===== src/tesle_pkg.sv =====
package tesle_pkg;

  // Line capacity in columns; a line holds at most LINE_COLUMNS - 1 characters.
  localparam int unsigned LINE_COLUMNS = 256;
  localparam int unsigned CNT_W        = $clog2(LINE_COLUMNS);

  localparam logic [7:0] BYTE_BEL   = 8'h07;
  localparam logic [7:0] BYTE_BS    = 8'h08;
  localparam logic [7:0] BYTE_TAB   = 8'h09;
  localparam logic [7:0] BYTE_LF    = 8'h0A;
  localparam logic [7:0] BYTE_CR    = 8'h0D;
  localparam logic [7:0] BYTE_ESC   = 8'h1B;
  localparam logic [7:0] BYTE_SPACE = 8'h20;
  localparam logic [7:0] BYTE_DEL   = 8'h7F;
  localparam logic [7:0] BYTE_CSI   = 8'h5B;
  localparam logic [7:0] BYTE_OSC   = 8'h5D;
  localparam logic [7:0] BYTE_BSL   = 8'h5C;
  localparam logic [7:0] FINAL_LO   = 8'h40;
  localparam logic [7:0] FINAL_HI   = 8'h7E;

  typedef enum logic [2:0] {
    ESC_NONE    = 3'd0,
    ESC_SEEN    = 3'd1,
    ESC_CSI     = 3'd2,
    ESC_OSC     = 3'd3,
    ESC_OSC_ESC = 3'd4
  } esc_mode_e;

  typedef enum logic [2:0] {
    ACT_NONE          = 3'd0,
    ACT_APPEND        = 3'd1,
    ACT_DELETE        = 3'd2,
    ACT_CLEAR         = 3'd3,
    ACT_COMMIT        = 3'd4,
    ACT_CLEAR_APPEND  = 3'd5,
    ACT_COMMIT_APPEND = 3'd6
  } action_e;

  typedef struct packed {
    esc_mode_e        mode;
    logic [CNT_W-1:0] cnt;
    logic             ovw;
  } edit_state_t;

  typedef struct packed {
    action_e    action;
    logic [7:0] out_char;
    logic [7:0] new_length;
  } edit_result_t;

endpackage


===== src/tesle_step.sv =====
module tesle_step (
  input  logic [7:0]             data_byte_i,
  input  logic                   end_of_stream_i,
  input  tesle_pkg::edit_state_t state_i,
  output tesle_pkg::edit_state_t state_o,
  output tesle_pkg::edit_result_t result_o
);

  localparam logic [tesle_pkg::CNT_W-1:0] CntFull =
    tesle_pkg::CNT_W'(tesle_pkg::LINE_COLUMNS - 1);
  localparam logic [tesle_pkg::CNT_W-1:0] CntOne = tesle_pkg::CNT_W'(1);

  tesle_pkg::edit_state_t nxt;
  tesle_pkg::action_e     act;
  logic [7:0]             ch;
  logic                   printable;

  assign printable = (data_byte_i == tesle_pkg::BYTE_TAB) ||
                     ((data_byte_i >= tesle_pkg::BYTE_SPACE) &&
                      (data_byte_i != tesle_pkg::BYTE_DEL));

  always_comb begin
    nxt = state_i;
    act = tesle_pkg::ACT_NONE;
    ch  = 8'h00;
    if (end_of_stream_i) begin
      // The escape mode is kept across a flush.
      if (state_i.cnt != '0) begin
        nxt.cnt = '0;
        nxt.ovw = 1'b0;
        act     = tesle_pkg::ACT_COMMIT;
      end
    end else begin
      case (state_i.mode)
        tesle_pkg::ESC_SEEN: begin
          if (data_byte_i == tesle_pkg::BYTE_CSI) begin
            nxt.mode = tesle_pkg::ESC_CSI;
          end else if (data_byte_i == tesle_pkg::BYTE_OSC) begin
            nxt.mode = tesle_pkg::ESC_OSC;
          end else begin
            nxt.mode = tesle_pkg::ESC_NONE;
          end
        end
        tesle_pkg::ESC_CSI: begin
          if (data_byte_i inside {[tesle_pkg::FINAL_LO:tesle_pkg::FINAL_HI]}) begin
            nxt.mode = tesle_pkg::ESC_NONE;
          end
        end
        tesle_pkg::ESC_OSC: begin
          if (data_byte_i == tesle_pkg::BYTE_BEL) begin
            nxt.mode = tesle_pkg::ESC_NONE;
          end else if (data_byte_i == tesle_pkg::BYTE_ESC) begin
            nxt.mode = tesle_pkg::ESC_OSC_ESC;
          end
        end
        tesle_pkg::ESC_OSC_ESC: begin
          if (data_byte_i == tesle_pkg::BYTE_BSL) begin
            nxt.mode = tesle_pkg::ESC_NONE;
          end else if (data_byte_i != tesle_pkg::BYTE_ESC) begin
            nxt.mode = tesle_pkg::ESC_OSC;
          end
        end
        default: begin
          // Undefined mode codes behave as no escape in progress.
          nxt.mode = tesle_pkg::ESC_NONE;
          if (data_byte_i == tesle_pkg::BYTE_ESC) begin
            nxt.mode = tesle_pkg::ESC_SEEN;
          end else if (data_byte_i == tesle_pkg::BYTE_CR) begin
            nxt.ovw = 1'b1;
          end else if (data_byte_i == tesle_pkg::BYTE_LF) begin
            nxt.ovw = 1'b0;
            if (!(state_i.ovw && state_i.cnt == '0)) begin
              nxt.cnt = '0;
              act     = tesle_pkg::ACT_COMMIT;
            end
          end else if (data_byte_i == tesle_pkg::BYTE_BS) begin
            if (state_i.ovw) begin
              nxt.cnt = '0;
              nxt.ovw = 1'b0;
              act     = tesle_pkg::ACT_CLEAR;
            end else if (state_i.cnt != '0) begin
              nxt.cnt = state_i.cnt - CntOne;
              act     = tesle_pkg::ACT_DELETE;
            end
          end else if (printable) begin
            ch      = data_byte_i;
            nxt.ovw = 1'b0;
            if (state_i.ovw) begin
              // A pending overwrite restarts the line with this character.
              nxt.cnt = CntOne;
              act     = tesle_pkg::ACT_CLEAR_APPEND;
            end else if (state_i.cnt >= CntFull) begin
              nxt.cnt = CntOne;
              act     = tesle_pkg::ACT_COMMIT_APPEND;
            end else begin
              nxt.cnt = state_i.cnt + CntOne;
              act     = tesle_pkg::ACT_APPEND;
            end
          end
        end
      endcase
    end
  end

  assign state_o             = nxt;
  assign result_o.action     = act;
  assign result_o.out_char   = ch;
  assign result_o.new_length = 8'(nxt.cnt);

endmodule


===== src/terminal_escape_strip_line_editor.sv =====
// Channel  | Valid        | Stall        | Payload
// input    | in_valid_i   | in_stall_o   | data_byte_i, end_of_stream_i
// output   | out_valid_o  | out_stall_i  | edit_action_o, out_char_o, new_length_o
//
// Each byte passes an input register and a result register; one byte per cycle is sustained
// while out_stall_i is low. The step logic is a single pass through tesle_step.
// Reset clears the escape mode, the line length, the overwrite flag and both valid flags.
// A stall on the output holds the result; the input register then fills and stalls upstream.
module terminal_escape_strip_line_editor (
  input  logic       clk_i,
  input  logic       rst_ni,
  input  logic       in_valid_i,
  output logic       in_stall_o,
  input  logic [7:0] data_byte_i,
  input  logic       end_of_stream_i,
  output logic       out_valid_o,
  input  logic       out_stall_i,
  output logic [2:0] edit_action_o,
  output logic [7:0] out_char_o,
  output logic [7:0] new_length_o
);

  // Input register stage.
  logic       in_vld_q;
  logic [7:0] byte_q;
  logic       eos_q;

  // Result register stage.
  logic                    out_vld_q;
  tesle_pkg::edit_result_t res_q;

  // Editor state, updated once per transaction that moves into the result register.
  tesle_pkg::edit_state_t st_q, st_d;
  tesle_pkg::edit_result_t res_d;

  logic out_free;
  logic move;
  logic in_acc;

  // The result register can load when it is empty or is being drained this cycle.
  assign out_free   = !out_vld_q || !out_stall_i;
  assign move       = in_vld_q && out_free;
  assign in_stall_o = in_vld_q && !out_free;
  assign in_acc     = in_valid_i && !in_stall_o;

  tesle_step u_step (
    .data_byte_i     (byte_q),
    .end_of_stream_i (eos_q),
    .state_i         (st_q),
    .state_o         (st_d),
    .result_o        (res_d)
  );

  always_ff @(posedge clk_i or negedge rst_ni) begin
    if (!rst_ni) begin
      in_vld_q <= 1'b0;
    end else if (in_acc) begin
      in_vld_q <= 1'b1;
    end else if (move) begin
      in_vld_q <= 1'b0;
    end
  end

  always_ff @(posedge clk_i) begin
    if (in_acc) begin
      byte_q <= data_byte_i;
      eos_q  <= end_of_stream_i;
    end
  end

  always_ff @(posedge clk_i or negedge rst_ni) begin
    if (!rst_ni) begin
      out_vld_q <= 1'b0;
      st_q      <= '{mode: tesle_pkg::ESC_NONE, cnt: '0, ovw: 1'b0};
    end else begin
      if (out_free) begin
        out_vld_q <= move;
      end
      if (move) begin
        st_q <= st_d;
      end
    end
  end

  always_ff @(posedge clk_i) begin
    if (move) begin
      res_q <= res_d;
    end
  end

  assign out_valid_o   = out_vld_q;
  assign edit_action_o = res_q.action;
  assign out_char_o    = res_q.out_char;
  assign new_length_o  = res_q.new_length;

`ifndef NO_ASSERTIONS
  // The line never grows beyond its capacity less one.
  a_cnt_bound: assert property (@(posedge clk_i) disable iff (!rst_ni)
    st_q.cnt <= tesle_pkg::CNT_W'(tesle_pkg::LINE_COLUMNS - 1))
    else $error("line length beyond capacity");

  // A plain commit always leaves an empty line.
  a_commit_empties: assert property (@(posedge clk_i) disable iff (!rst_ni)
    out_valid_o && (edit_action_o == tesle_pkg::ACT_COMMIT) |-> new_length_o == 8'h00)
    else $error("commit left a nonempty line");

  // Upstream is only stalled while a byte waits in the input register.
  a_stall_held: assert property (@(posedge clk_i) disable iff (!rst_ni)
    in_stall_o |-> in_vld_q && out_vld_q)
    else $error("stall without a waiting byte");

  // A byte taken while the pipe is free reaches the result register next cycle.
  a_move_result: assert property (@(posedge clk_i) disable iff (!rst_ni)
    move |=> out_vld_q)
    else $error("transaction lost between stages");
`endif

endmodule


===== config.mk =====
export PLATFORM = sky130hd
export DESIGN_NAME = terminal_escape_strip_line_editor
export DESIGN_NICKNAME = d
export VERILOG_FILES = /design/src/tesle_pkg.sv /design/src/tesle_step.sv /design/src/terminal_escape_strip_line_editor.sv
export SDC_FILE = /design/constraint.sdc
export NUM_CORES = 1
export LEC_CHECK = 0
export ABC_CLOCK_PERIOD_IN_PS = 7700
export BUFFER_PORTS_ARGS = -buffer_cell sky130_fd_sc_hd__buf_2
export CAP_MARGIN = 5
export CORE_ASPECT_RATIO = 0.5
export CORE_UTILIZATION = 65
export CTS_BUF_LIST = sky130_fd_sc_hd__clkbuf_4
export DETAILED_ROUTE_END_ITERATION = 6
export PLACE_DENSITY = 0.88
export SYNTH_ARGS = -nofsm -noshare
export SYNTH_HDL_FRONTEND = slang
export SYNTH_SLANG_ARGS = --single-unit

===== constraint.sdc =====
create_clock -name clk_i -period 7.7 [get_ports clk_i]
set_input_delay 1.54 -clock clk_i [delete_from_list [all_inputs] [get_ports clk_i]]
set_output_delay 1.54 -clock clk_i [all_outputs]
set_load 0.005 [all_outputs]

==> metrics, run 1 <==
Max VDD drop=0.000152 V; placed cells=between 300 and 400; detailed placement HPWL=slightly below 5000 um; vias in the first global route=between 2000 and 2500; I/O pin cnt=34; Port Buffers=33; Site Rows=16; dpl ws=about 4 ns; final std cells w/o fill=about 370; Slowest-stage cell, CP=nand3_1; vias=2553; pin count of the biggest net entering global routing=29; Vert. Die Dim=~48 um; total power=between 0.6 and 0.7 mW; Synth cell types=73; global-route wire length before repair=roughly 11000 um; Max Freq=between 200 and 300 MHz; post-cts sizing count=0; top_reg_cell synth=edfxtp_1; FF+latch count, synth=42; unrepaired setup endpoints after global routing=no; WP buf/inv=3; drt total wl=~6800 um; routability cong.=around 0.91; worst-margin pin slew=around 1.0 ns; DRC viols=0; setup ws final=about 4.2 ns; Critical Path AT=approximately 1.9 ns; Netlist Area Pre-Place=2790 um^2; EDFF count, synth=28; worst min path class=flop to flop; clk slew on worst S/H paths=approximately 0.12 ns; die width=between 90 and 100 um; post-synthesis sequential area ratio=0.426; clock buffer depth=2; # diodes=0; skew final=0.00359 ns; WL per Instance=between 15 and 20 um; ANT nets after route=0; final instance area=a little under 3000 um^2; Area contributors post-synth=edfxtp_1, dfrtp_1, a21oi_1, nand3_1, nand2_1; initial antenna violation count=0; post-synth top area cell=edfxtp_1; Final #Nets=roughly 330; Post-CTS Setup Bufs=0; CTS sink cnt=42; P&R area growth vs syn=5.46%; layout cells sized above 1=0.182; CP max FO=3; aggregate global routing overflow=0; status=finished clean; crit-path max cell delay=0.12 ns; Total Routing Usage GR=0.313; final hold vios=0; H-tree levels=2; syn_area_per_cell=just under 10 um^2; CP Cell Sequence=buf_2 > nand3_1 > inv_1 > buf_2; Pre-antenna DRT Iters=5; P_leak=approximately 1.1 nW; Setup-failing EPs final=0; Syn Inst Count=291; Final Max Slew Viols=0; root buf cell=clkbuf_4; critical path class=input pin to output port; first-iteration detailed-routing DRC count=~240; CP top delay family=buffers and inverters; Initial Util=0.698; Core Util, Final=0.736; setup TNS=0 ns; PD cells=between 200 and 250 nW/um^2; crit path launch type=input pin; most used cell, CP=buf_2; Yosys Warn Count=0; ys async rst share=0.333; core area=4000 um^2; Worst EP required=6.16 ns; post-synth net total=about 310; Min Hold Slack=around 0.48 ns; vias per cell=6.96; post-layout min period=about 3.5 ns; CTS buffer count=5; # hold bufs at CTS=0; Slew headroom=0.329; top cell type's share of synthesized area=0.301; Placed Area=slightly below 3000 um^2; Max Cap Violations=0; Final period util=0.452; Clk Latency, worst-skew pair=roughly 0.35 ns; CTS tree=yes; Worst Setup End Kind=output port; Die ar.=roughly 4600 um^2
[power breakdown]
| part | switching (mW) | total (mW) | internal, mW | leakage (nW) |
|---|---|---|---|---|
| Combinational | 0.164 | 0.262 | 0.0982 | 0.623 |
| Sequential | 0.0417 | 0.319 | 0.278 | 0.457 |
| Clock | 0.0731 | 0.113 | 0.0394 | 0.0356 |
[per-layer routing]
layer  track usage  wire [um]  up-vias
li1              -          -     1162
met1         0.455       2850     1196
met2         0.466       3040      175
met3        0.0739        797       20
met4        0.0884        108        0
met5             0          0        -
[layout by cell type (no fill, tap or decap), types with 2 or more instances in the layout]
| cell type | synthesis | layout |
|---|---|---|
| a211o_1 | 5 | 5 |
| a211oi_1 | 5 | 5 |
| a21o_1 | 3 | 3 |
| a21oi_1 | 20 | 20 |
| a22o_1 | 3 | 3 |
| a31oi_1 | 2 | 2 |
| a32o_1 | 3 | 3 |
| and2_1 | 3 | 3 |
| and3_1 | 7 | 7 |
| buf_2 | 2 | 33 |
| clkbuf_4 | 0 | 6 |
| dfrtp_1 | 14 | 14 |
| edfxtp_1 | 28 | 28 |
| ha_1 | 3 | 3 |
| inv_1 | 9 | 9 |
| nand2_1 | 23 | 23 |
| nand2b_1 | 4 | 4 |
| nand3_1 | 18 | 18 |
| nand4_1 | 4 | 4 |
| nand4b_1 | 2 | 2 |
| nor2_1 | 20 | 20 |
| nor2b_1 | 5 | 5 |
| nor3_1 | 7 | 7 |
| nor3b_1 | 4 | 4 |
| nor4_1 | 3 | 3 |
| nor4_2 | 2 | 2 |
| o211a_1 | 2 | 2 |
| o211ai_1 | 2 | 2 |
| o21a_1 | 3 | 3 |
| o21ai_0 | 14 | 14 |
| o21bai_1 | 2 | 2 |
| o221ai_1 | 3 | 3 |
| o22ai_1 | 2 | 2 |
| o311a_1 | 2 | 2 |
| o31ai_1 | 5 | 5 |
| or2_2 | 2 | 2 |
| or3_1 | 4 | 4 |
| or4_1 | 3 | 3 |
| xor2_1 | 2 | 2 |
[final cells by class]
type	instances	area [um^2]
Clock buffer	6	45.0
Clock inverter	2	13.8
Fill cell	285	1060
Inverter	10	37.5
Multi-Input combinational cell	220	1430
Sequential cell	42	1190
Tap cell	54	67.6
Timing Repair Buffer	33	165
[logic make-up after synthesis]
family | count (synthesis) | synth area share
flops | 42 | 0.426
simple gates | 123 | 0.256
compound gates | 90 | 0.228
xor+xnor | 3 | 0.00941
mux | 1 | 0.00403
fa+ha+maj | 3 | 0.0134
buf+inv | 29 | 0.0631
[synthesized netlist by cell type (7+ instances only)]
| cell type | n |
|---|---|
| clkbuf_1 | 7 |
| a21oi_1 | 20 |
| nand3_1 | 18 |
| nand2_1 | 23 |
| edfxtp_1 | 28 |
| dfrtp_1 | 14 |
| inv_1 | 9 |
| nor3_1 | 7 |
| and3_1 | 7 |
| nor2_1 | 20 |
| o21ai_0 | 14 |
[path summary, 6_finish.rpt]
kind,start,to,slack [ns],cells after the start
setup / recovery,out_stall_i,in_stall_o,4.22,4
hold / removal,in_vld_q$_DFFE_PN0P_,out_valid_o$_DFFE_PN0P_,0.48,1
setup reg to reg,st_q[1]$_DFFE_PN0P_,new_length_o[2]$_DFFE_PP_,4.67,8
hold reg to reg,in_vld_q$_DFFE_PN0P_,out_valid_o$_DFFE_PN0P_,0.48,1
max in group asynchronous,rst_ni,st_q[7]$_DFFE_PN0P_,6.37,1
min in group asynchronous,rst_ni,st_q[4]$_DFFE_PN0P_,1.07,1
[state kept, by name (all words and copies together) (netlist names)]
register and cells:
st_q 12, byte_q 8, new_length_o 8, out_char_o 8, edit_action_o 3, eos_q 1, in_vld_q 1, out_valid_o 1
Note: power is estimated with default switching activity, not from simulation.
==> run 2: changes to the inputs <==
--- a/config.mk
+++ b/config.mk
@@ -5,14 +5,15 @@
 export SDC_FILE = /design/constraint.sdc
 export NUM_CORES = 1
 export LEC_CHECK = 0
-export ABC_CLOCK_PERIOD_IN_PS = 7700
+export ABC_AREA = 1
+export ABC_CLOCK_PERIOD_IN_PS = 3400
 export BUFFER_PORTS_ARGS = -buffer_cell sky130_fd_sc_hd__buf_2
 export CAP_MARGIN = 5
 export CORE_ASPECT_RATIO = 0.5
-export CORE_UTILIZATION = 65
+export CORE_UTILIZATION = 60
 export CTS_BUF_LIST = sky130_fd_sc_hd__clkbuf_4
 export DETAILED_ROUTE_END_ITERATION = 6
-export PLACE_DENSITY = 0.88
+export PLACE_DENSITY = 0.82
 export SYNTH_ARGS = -nofsm -noshare
 export SYNTH_HDL_FRONTEND = slang
 export SYNTH_SLANG_ARGS = --single-unit
==> constraint.sdc (replaced) <==
create_clock -name clk_i -period 3.4 [get_ports clk_i]
set_input_delay 0.68 -clock clk_i [delete_from_list [all_inputs] [get_ports clk_i]]
set_output_delay 0.68 -clock clk_i [all_outputs]
set_load 0.005 [all_outputs]
==> run 2 against run 1 <==
Worst hold slack got worse by 0.28 ns. Largest cell class unchanged. Register-to-register slack got worse by 3.5 ns. Clock skew increased by 0.0020 ns. Clock power rose to 2.9 times the previous value. Area after synthesis is 6.1% lower. Combinational power increased by 130%. Count of clock-buffer cells in the layout rose by 1. Die area increased by 1.6%.
==> metrics, run 2 <==
Biggest register=st_q; Clk Latency, worst-skew pair=0.35 ns (about the same); Final period util=0.656; Sequential Power Share=0.427 (-0.033); Worst EP required=3.65 ns (-2.51 ns); PD cells=568 nW/um^2 (+140%); H-tree levels=2 (unchanged); Total Routing Usage GR=0.277 (-0.0354); FF+latch count, synth=42 (unchanged); commonest non-fill, non-tap cell in the layout=nand2_1; clk slew on worst S/H paths=0.12 ns (about the same); post-synth top area cell=edfxtp_1; Port Buffers=33 (unchanged); first-iteration detailed-routing DRC count=136 (-42%); CTS buffer count=5 (unchanged); worst min path class=input pin to asynchronous set/reset pin; Synth top cells by count=nand2_1, inv_1, nor2_1; post-layout min period=around 2.2 ns; Psw=0.629 mW (+130%); root buf cell=clkbuf_4; Slew headroom=0.399 (+0.0698); Syn Inst Count=330 (+13%); initial antenna violation count=0 (unchanged); I/O pin cnt=34 (unchanged); Setup-failing EPs final=0 (unchanged); Max Freq=between 400 and 500 MHz; Netlist Area Pre-Place=2620 um^2 (-6.1%); status=finished clean; ANT nets after route=0 (unchanged); Max VDD drop=0.000313 V (+110%); final hold vios=0 (unchanged); Pre-antenna DRT Iters=5 (unchanged); detailed placement HPWL=4370 um (-11%); core area=4040 um^2 (+1.0%); critical path class=flop to flop; aggregate global routing overflow=0 (unchanged); DRC viols=0 (unchanged); Clk pwr share=0.202 (+0.040); ys async rst share=0.333 (unchanged); global-route wire length before repair=9710 um (-11%); # diodes=0 (unchanged); post-synthesis sequential area ratio=0.454 (+0.0279); vias=2306 (-9.7%); total power=1.64 mW (+140%); unrepaired setup endpoints after global routing=no; drt total wl=5790 um (-15%); WL per Instance=13.8 um (-25%); Yosys Warn Count=0 (unchanged); setup TNS=0 ns (unchanged); cell internal pwr=1.01 mW (+140%); max reg flops=12 (unchanged); vias per cell=5.52 (-21%); Max Cap Violations=0 (unchanged); Initial Util=0.649 (-0.0493); Sw Share=0.384 (-0.0172); routability cong.=0.975 (+6.9%); EDFF count, synth=28 (unchanged); crit path launch type=flop; Critical Path AT=2.48 ns (+0.54 ns); fill count=349 (+22%); Min Hold Slack=0.207 ns (-0.277 ns); CP max FO=8 (+5); commonest non-fill, non-tap cells in the layout=nand2_1, inv_1, buf_2; skew final=0.00555 ns (+0.00196 ns); post-cts sizing count=0 (unchanged); combinational power share=0.371 (-0.006); worst-margin pin slew=0.900 ns (-0.0981 ns); Post-CTS Setup Bufs=0 (unchanged); top-count cell post-synth=nand2_1; top_reg_cell synth=edfxtp_1; Vert. Die Dim=48.8 um (+0.81%); layout cells sized above 1=0.192 (+0.0102); Final Max Slew Viols=0 (unchanged); # hold bufs at CTS=0 (unchanged); die width=95.5 um (+0.82%); clock buffer depth=2 (unchanged); syn_area_per_cell=7.95 um^2 (-17%); post-synth net total=346 (+13%); P_leak=1.43 nW (+28%); Die ar.=4660 um^2 (+1.6%); vias in the first global route=2104 (-5.9%); Site Rows=16 (unchanged); CTS sink cnt=42 (unchanged); pin count of the biggest net entering global routing=24 (-17%); Worst Setup End Kind=flop; Final #Nets=379 (+16%); Area contributors post-synth=edfxtp_1, nand2_1, dfrtp_1, nand3_1, inv_1; P&R area growth vs syn=10.1%; CTS tree=yes; Synth cell types=35 (-52%); top cell type's share of synthesized area=0.321 (+0.0197)
run 2: final cells by class:
type | count | area [um^2] | share of cell area
inverters | 40 | 154 | 0.0533
flip-flops and latches | 42 | 1190 | 0.412
well taps | 54 | 67.6 | 0.0234
clock inverters | 1 | 30.0 | 0.0104
clock buffers | 7 | 52.6 | 0.0182
repair buffers | 33 | 165 | 0.0572
multi-input cells | 241 | 1230 | 0.425
run 2: logic make-up (layout without fill, tap and decap cells):
logic type | Yosys count | in the layout | share of synthesized area
compound gates | 34 | 34 | 0.0730
xor+xnor | 5 | 5 | 0.0167
fa+ha+maj | 3 | 3 | 0.0143
buf+inv | 47 | 81 | 0.0778
flops | 42 | 42 | 0.454
simple gates | 199 | 199 | 0.364
run 2: final timing paths:
kind / from / end / slack [ns] / cells after the start
max in group asynchronous: rst_ni / st_q[10]$_DFFE_PN0P_ / 2.95 / 1
worst max register to register: st_q[1]$_DFFE_PN0P_ / st_q[1]$_DFFE_PN0P_ / 1.17 / 13
min in group clk_i: data_byte_i[2] / byte_q[2]$_DFFE_PP_ / 0.50 / 1
worst min-delay path: rst_ni / st_q[2]$_DFFE_PN0P_ / 0.21 / 1
worst max-delay path: st_q[1]$_DFFE_PN0P_ / st_q[1]$_DFFE_PN0P_ / 1.17 / 13
worst min register to register: in_vld_q$_DFFE_PN0P_ / out_valid_o$_DFFE_PN0P_ / 0.52 / 2
run 2: routing by layer:
| layer | track usage | part of all wire |
|---|---|---|
| met5 | 0 | 0 |
| met4 | 0.0771 | 0.011 |
| met3 | 0.0519 | 0.064 |
| met2 | 0.444 | 0.48 |
| met1 | 0.387 | 0.45 |
run 2: power groups by stage:
stage | Clock, mW | Combinational, mW | Sequential, mW
floorplan | 0 | 0.468 | 0.693
global placement | 0 | 0.587 | 0.706
detailed placement | 0 | 0.599 | 0.711
CTS | 0.336 | 0.604 | 0.700
global route | 0.354 | 0.683 | 0.712
finish | 0.331 | 0.607 | 0.701
run 2: worst max-delay path, stage by stage (launching register included):
cell and delay (ns):
dfrtp_1 0.54, inv_1 0.14, ha_1 0.24, nand2_1 0.13, nor2_2 0.08, nand3_2 0.09
clkinv_2 0.12, ha_1 0.29, o21ai_1 0.06, nand3b_1 0.14, nand2_1 0.10, nand2_1 0.06
nand3_1 0.07, nand2_1 0.07
run 2: stage by stage:
step	cells	worst slack, ns	utilization	area, um^2
after floorplan	330	1.41	-	2620
after global placement	410	1.20	0.694	2810
after detailed placement	410	1.08	0.694	2810
after CTS	418	1.18	0.714	2890
after global routing	418	1.01	0.714	2890
final	418	1.17	0.714	2890
==> run 3: changes to the inputs <==
--- a/config.mk
+++ b/config.mk
@@ -6,7 +6,7 @@
 export NUM_CORES = 1
 export LEC_CHECK = 0
 export ABC_AREA = 1
-export ABC_CLOCK_PERIOD_IN_PS = 3400
+export ABC_CLOCK_PERIOD_IN_PS = 2100
 export BUFFER_PORTS_ARGS = -buffer_cell sky130_fd_sc_hd__buf_2
 export CAP_MARGIN = 5
 export CORE_ASPECT_RATIO = 0.5
==> constraint.sdc (replaced) <==
create_clock -name clk_i -period 2.1 [get_ports clk_i]
set_input_delay 0.42 -clock clk_i [delete_from_list [all_inputs] [get_ports clk_i]]
set_output_delay 0.42 -clock clk_i [all_outputs]
set_load 0.005 [all_outputs]
==> run 3 against run 2 <==
Clock power is 30% higher. Sequential cell count stayed put. First-iteration DRC count is 2.9% lower. Setup slack worse by 1.1 ns. Critical endpoint is now new_length_o[0]$_DFFE_PP_. Cell area is 3.6% higher. Combinational power is 94% higher. Total power is 65% higher. Sequential power is 55% higher. Worst hold slack better by 0.0034 ns. Cell count is 3.3% higher.
==> metrics, run 3 (same netlist as run 2, synthesis figures left out) <==
status=finished clean; setup ws final=0.0955 ns (-1.07 ns); critical path class=flop to flop; Total Routing Usage GR=0.265 (-0.0123); worst-margin pin slew=0.545 ns (-0.355 ns); Worst R2R End=new_length_o[0]$_DFFE_PP_; skew final=0.00902 ns (+0.00347 ns); Initial Util=0.649 (unchanged); vias=2387 (+3.5%); CTS sink cnt=42 (unchanged); WL per Instance=13.4 um (-3.1%); reg-to-reg startpoint=st_q[1]$_DFFE_PN0P_; CTS buffer count=5 (unchanged); Die ar.=4660 um^2 (unchanged); commonest non-fill, non-tap cells in the layout=nand2_1, inv_1, buf_2; Max Cap Violations=0 (unchanged); Biggest register=st_q; layout cells sized above 1=0.225 (+0.0326); final std cells w/o fill=432 (+3.3%); Clk Latency, worst-skew pair=0.37 ns (+0.02 ns); r2r worst-path depth=11 (-2); dpl ws=0.0379 ns (-1.04 ns); clk slew on worst S/H paths=0.14 ns (+0.02 ns); core area=4040 um^2 (unchanged); worst min path class=input pin to flop; vias per cell=5.53 (+0.16%); reg2reg setup slack=0.1 ns (-1.07 ns); Pre-antenna DRT Iters=5 (unchanged); max reg flops=12 (unchanged); hold path depth=1; Port Buffers=33 (unchanged); Worst Setup End Kind=flop; I/O pin cnt=34 (unchanged); root buf cell=clkbuf_4; drt total wl=5800 um (+0.19%); Placed Area=2890 um^2 (+2.9%); hold worst-path end=byte_q[0]$_DFFE_PP_; fill count=314 (-10%); pin count of the biggest net entering global routing=21 (-13%); Setup-failing EPs final=0 (unchanged); first-iteration detailed-routing DRC count=132 (-2.9%); Slew headroom=0.633 (+0.234); ANT nets after route=0 (unchanged); placed cells=421 (+2.7%); Worst EP required=2.33 ns (-1.32 ns); Core Util, Final=0.740 (+0.0257); crit path launch type=flop; Max Freq=499 MHz (+11%); P&R area growth vs syn=14.1%; final hold vios=0 (unchanged); Final period util=0.955 (+0.298); unrepaired setup endpoints after global routing=no; CP max FO=4 (-4); Vert. Die Dim=48.8 um (unchanged); H-tree levels=2 (unchanged); Final #Nets=393 (+3.7%); CTS tree=yes; # diodes=0 (unchanged); setup TNS=0 ns (unchanged); routability cong.=0.915 (-6.1%); Final Max Slew Viols=0 (unchanged); commonest non-fill, non-tap cell in the layout=nand2_1; Max VDD drop=0.000569 V (+82%); hold_sp=data_byte_i[0]; clock buffer depth=2 (unchanged); aggregate global routing overflow=0 (unchanged); detailed placement HPWL=4310 um (-1.3%); initial antenna violation count=0 (unchanged); die width=95.5 um (unchanged); post-layout min period=2.00 ns (-0.226 ns); DRC viols=0 (unchanged); final instance area=2990 um^2 (+3.6%); global-route wire length before repair=9360 um (-3.6%); PD cells=902 nW/um^2 (+59%); Critical Path AT=2.23 ns (-0.25 ns); Site Rows=16 (unchanged); P_leak=1.48 nW (+4.0%); vias in the first global route=2114 (+0.48%)
[run 3: cell count changes in the layout (fill, tap and decap cells not counted), sizes merged]
cell / before / now
buf: 33 / 46
clkbuf: 7 / 5
inv: 39 / 41
bufinv: 1 / 0
clkinvlp: 0 / 1
dlygate4sd3: 0 / 1
[run 3: layout make-up]
type                    instances  area (um^2)  share of cell area
flip-flops and latches         42         1190               0.398
clock inverters                 3         25.0             0.00836
multi-input cells             241         1240               0.415
inverters                      40          155              0.0519
clock buffers                   5         37.5              0.0125
well taps                      54         67.6              0.0226
repair buffers                 47          273              0.0912
[run 3: worst max-delay path by stage]
stage / from / endpoint / slack (ns)
floorplan: st_q[1]$_DFFE_PN0P_ / new_length_o[0]$_DFFE_PP_ / 0.11
global placement: st_q[2]$_DFFE_PN0P_ / new_length_o[0]$_DFFE_PP_ / 0.16
detailed placement: st_q[1]$_DFFE_PN0P_ / new_length_o[0]$_DFFE_PP_ / 0.04
CTS: st_q[1]$_DFFE_PN0P_ / new_length_o[0]$_DFFE_PP_ / 0.02
global route: byte_q[6]$_DFFE_PP_ / st_q[10]$_DFFE_PN0P_ / 0.003
finish: st_q[1]$_DFFE_PN0P_ / new_length_o[0]$_DFFE_PP_ / 0.1
[run 3: metal layers]
metal	vias up	global-route usage	part of all wire
li1	1171	-	-
met1	1108	0.371	0.45
met2	95	0.418	0.46
met3	13	0.0566	0.066
met4	0	0.0697	0.017
met5	-	0	0
[run 3: power by group]
group          internal [mW]  leakage (nW)  switching [mW]  total [mW]
clock network          0.137        0.0318           0.293       0.430
logic                  0.428         0.992           0.753        1.18
registers               1.03         0.461          0.0604        1.09
total                   1.59          1.48            1.11        2.70
[run 3: worst max-delay path, cell delays in order (launching register included)]
cell	delay [ns]
dfrtp_1	0.40
inv_1	0.12
ha_2	0.21
nand2_2	0.09
nor2_4	0.12
nand3_2	0.13
inv_4	0.10
ha_1	0.22
o21ai_1	0.12
nand3b_1	0.11
nand2_1	0.08
a21boi_1	0.15
[run 3: metrics by stage]
step,hold WS [ns],power (mW)
detailed placement,0.351,2.18
global route,0.191,2.88
CTS,0.203,2.60
floorplan,0.124,1.88
global placement,0.349,2.14
finish,0.210,2.70
[run 3: repair_timing]
action	in CTS	in global routing
resized for setup	0	5
buffers inserted	0	2
endpoints found under the hold margin	14	0
hold buffers	1	0
endpoints found under the setup margin	0	12
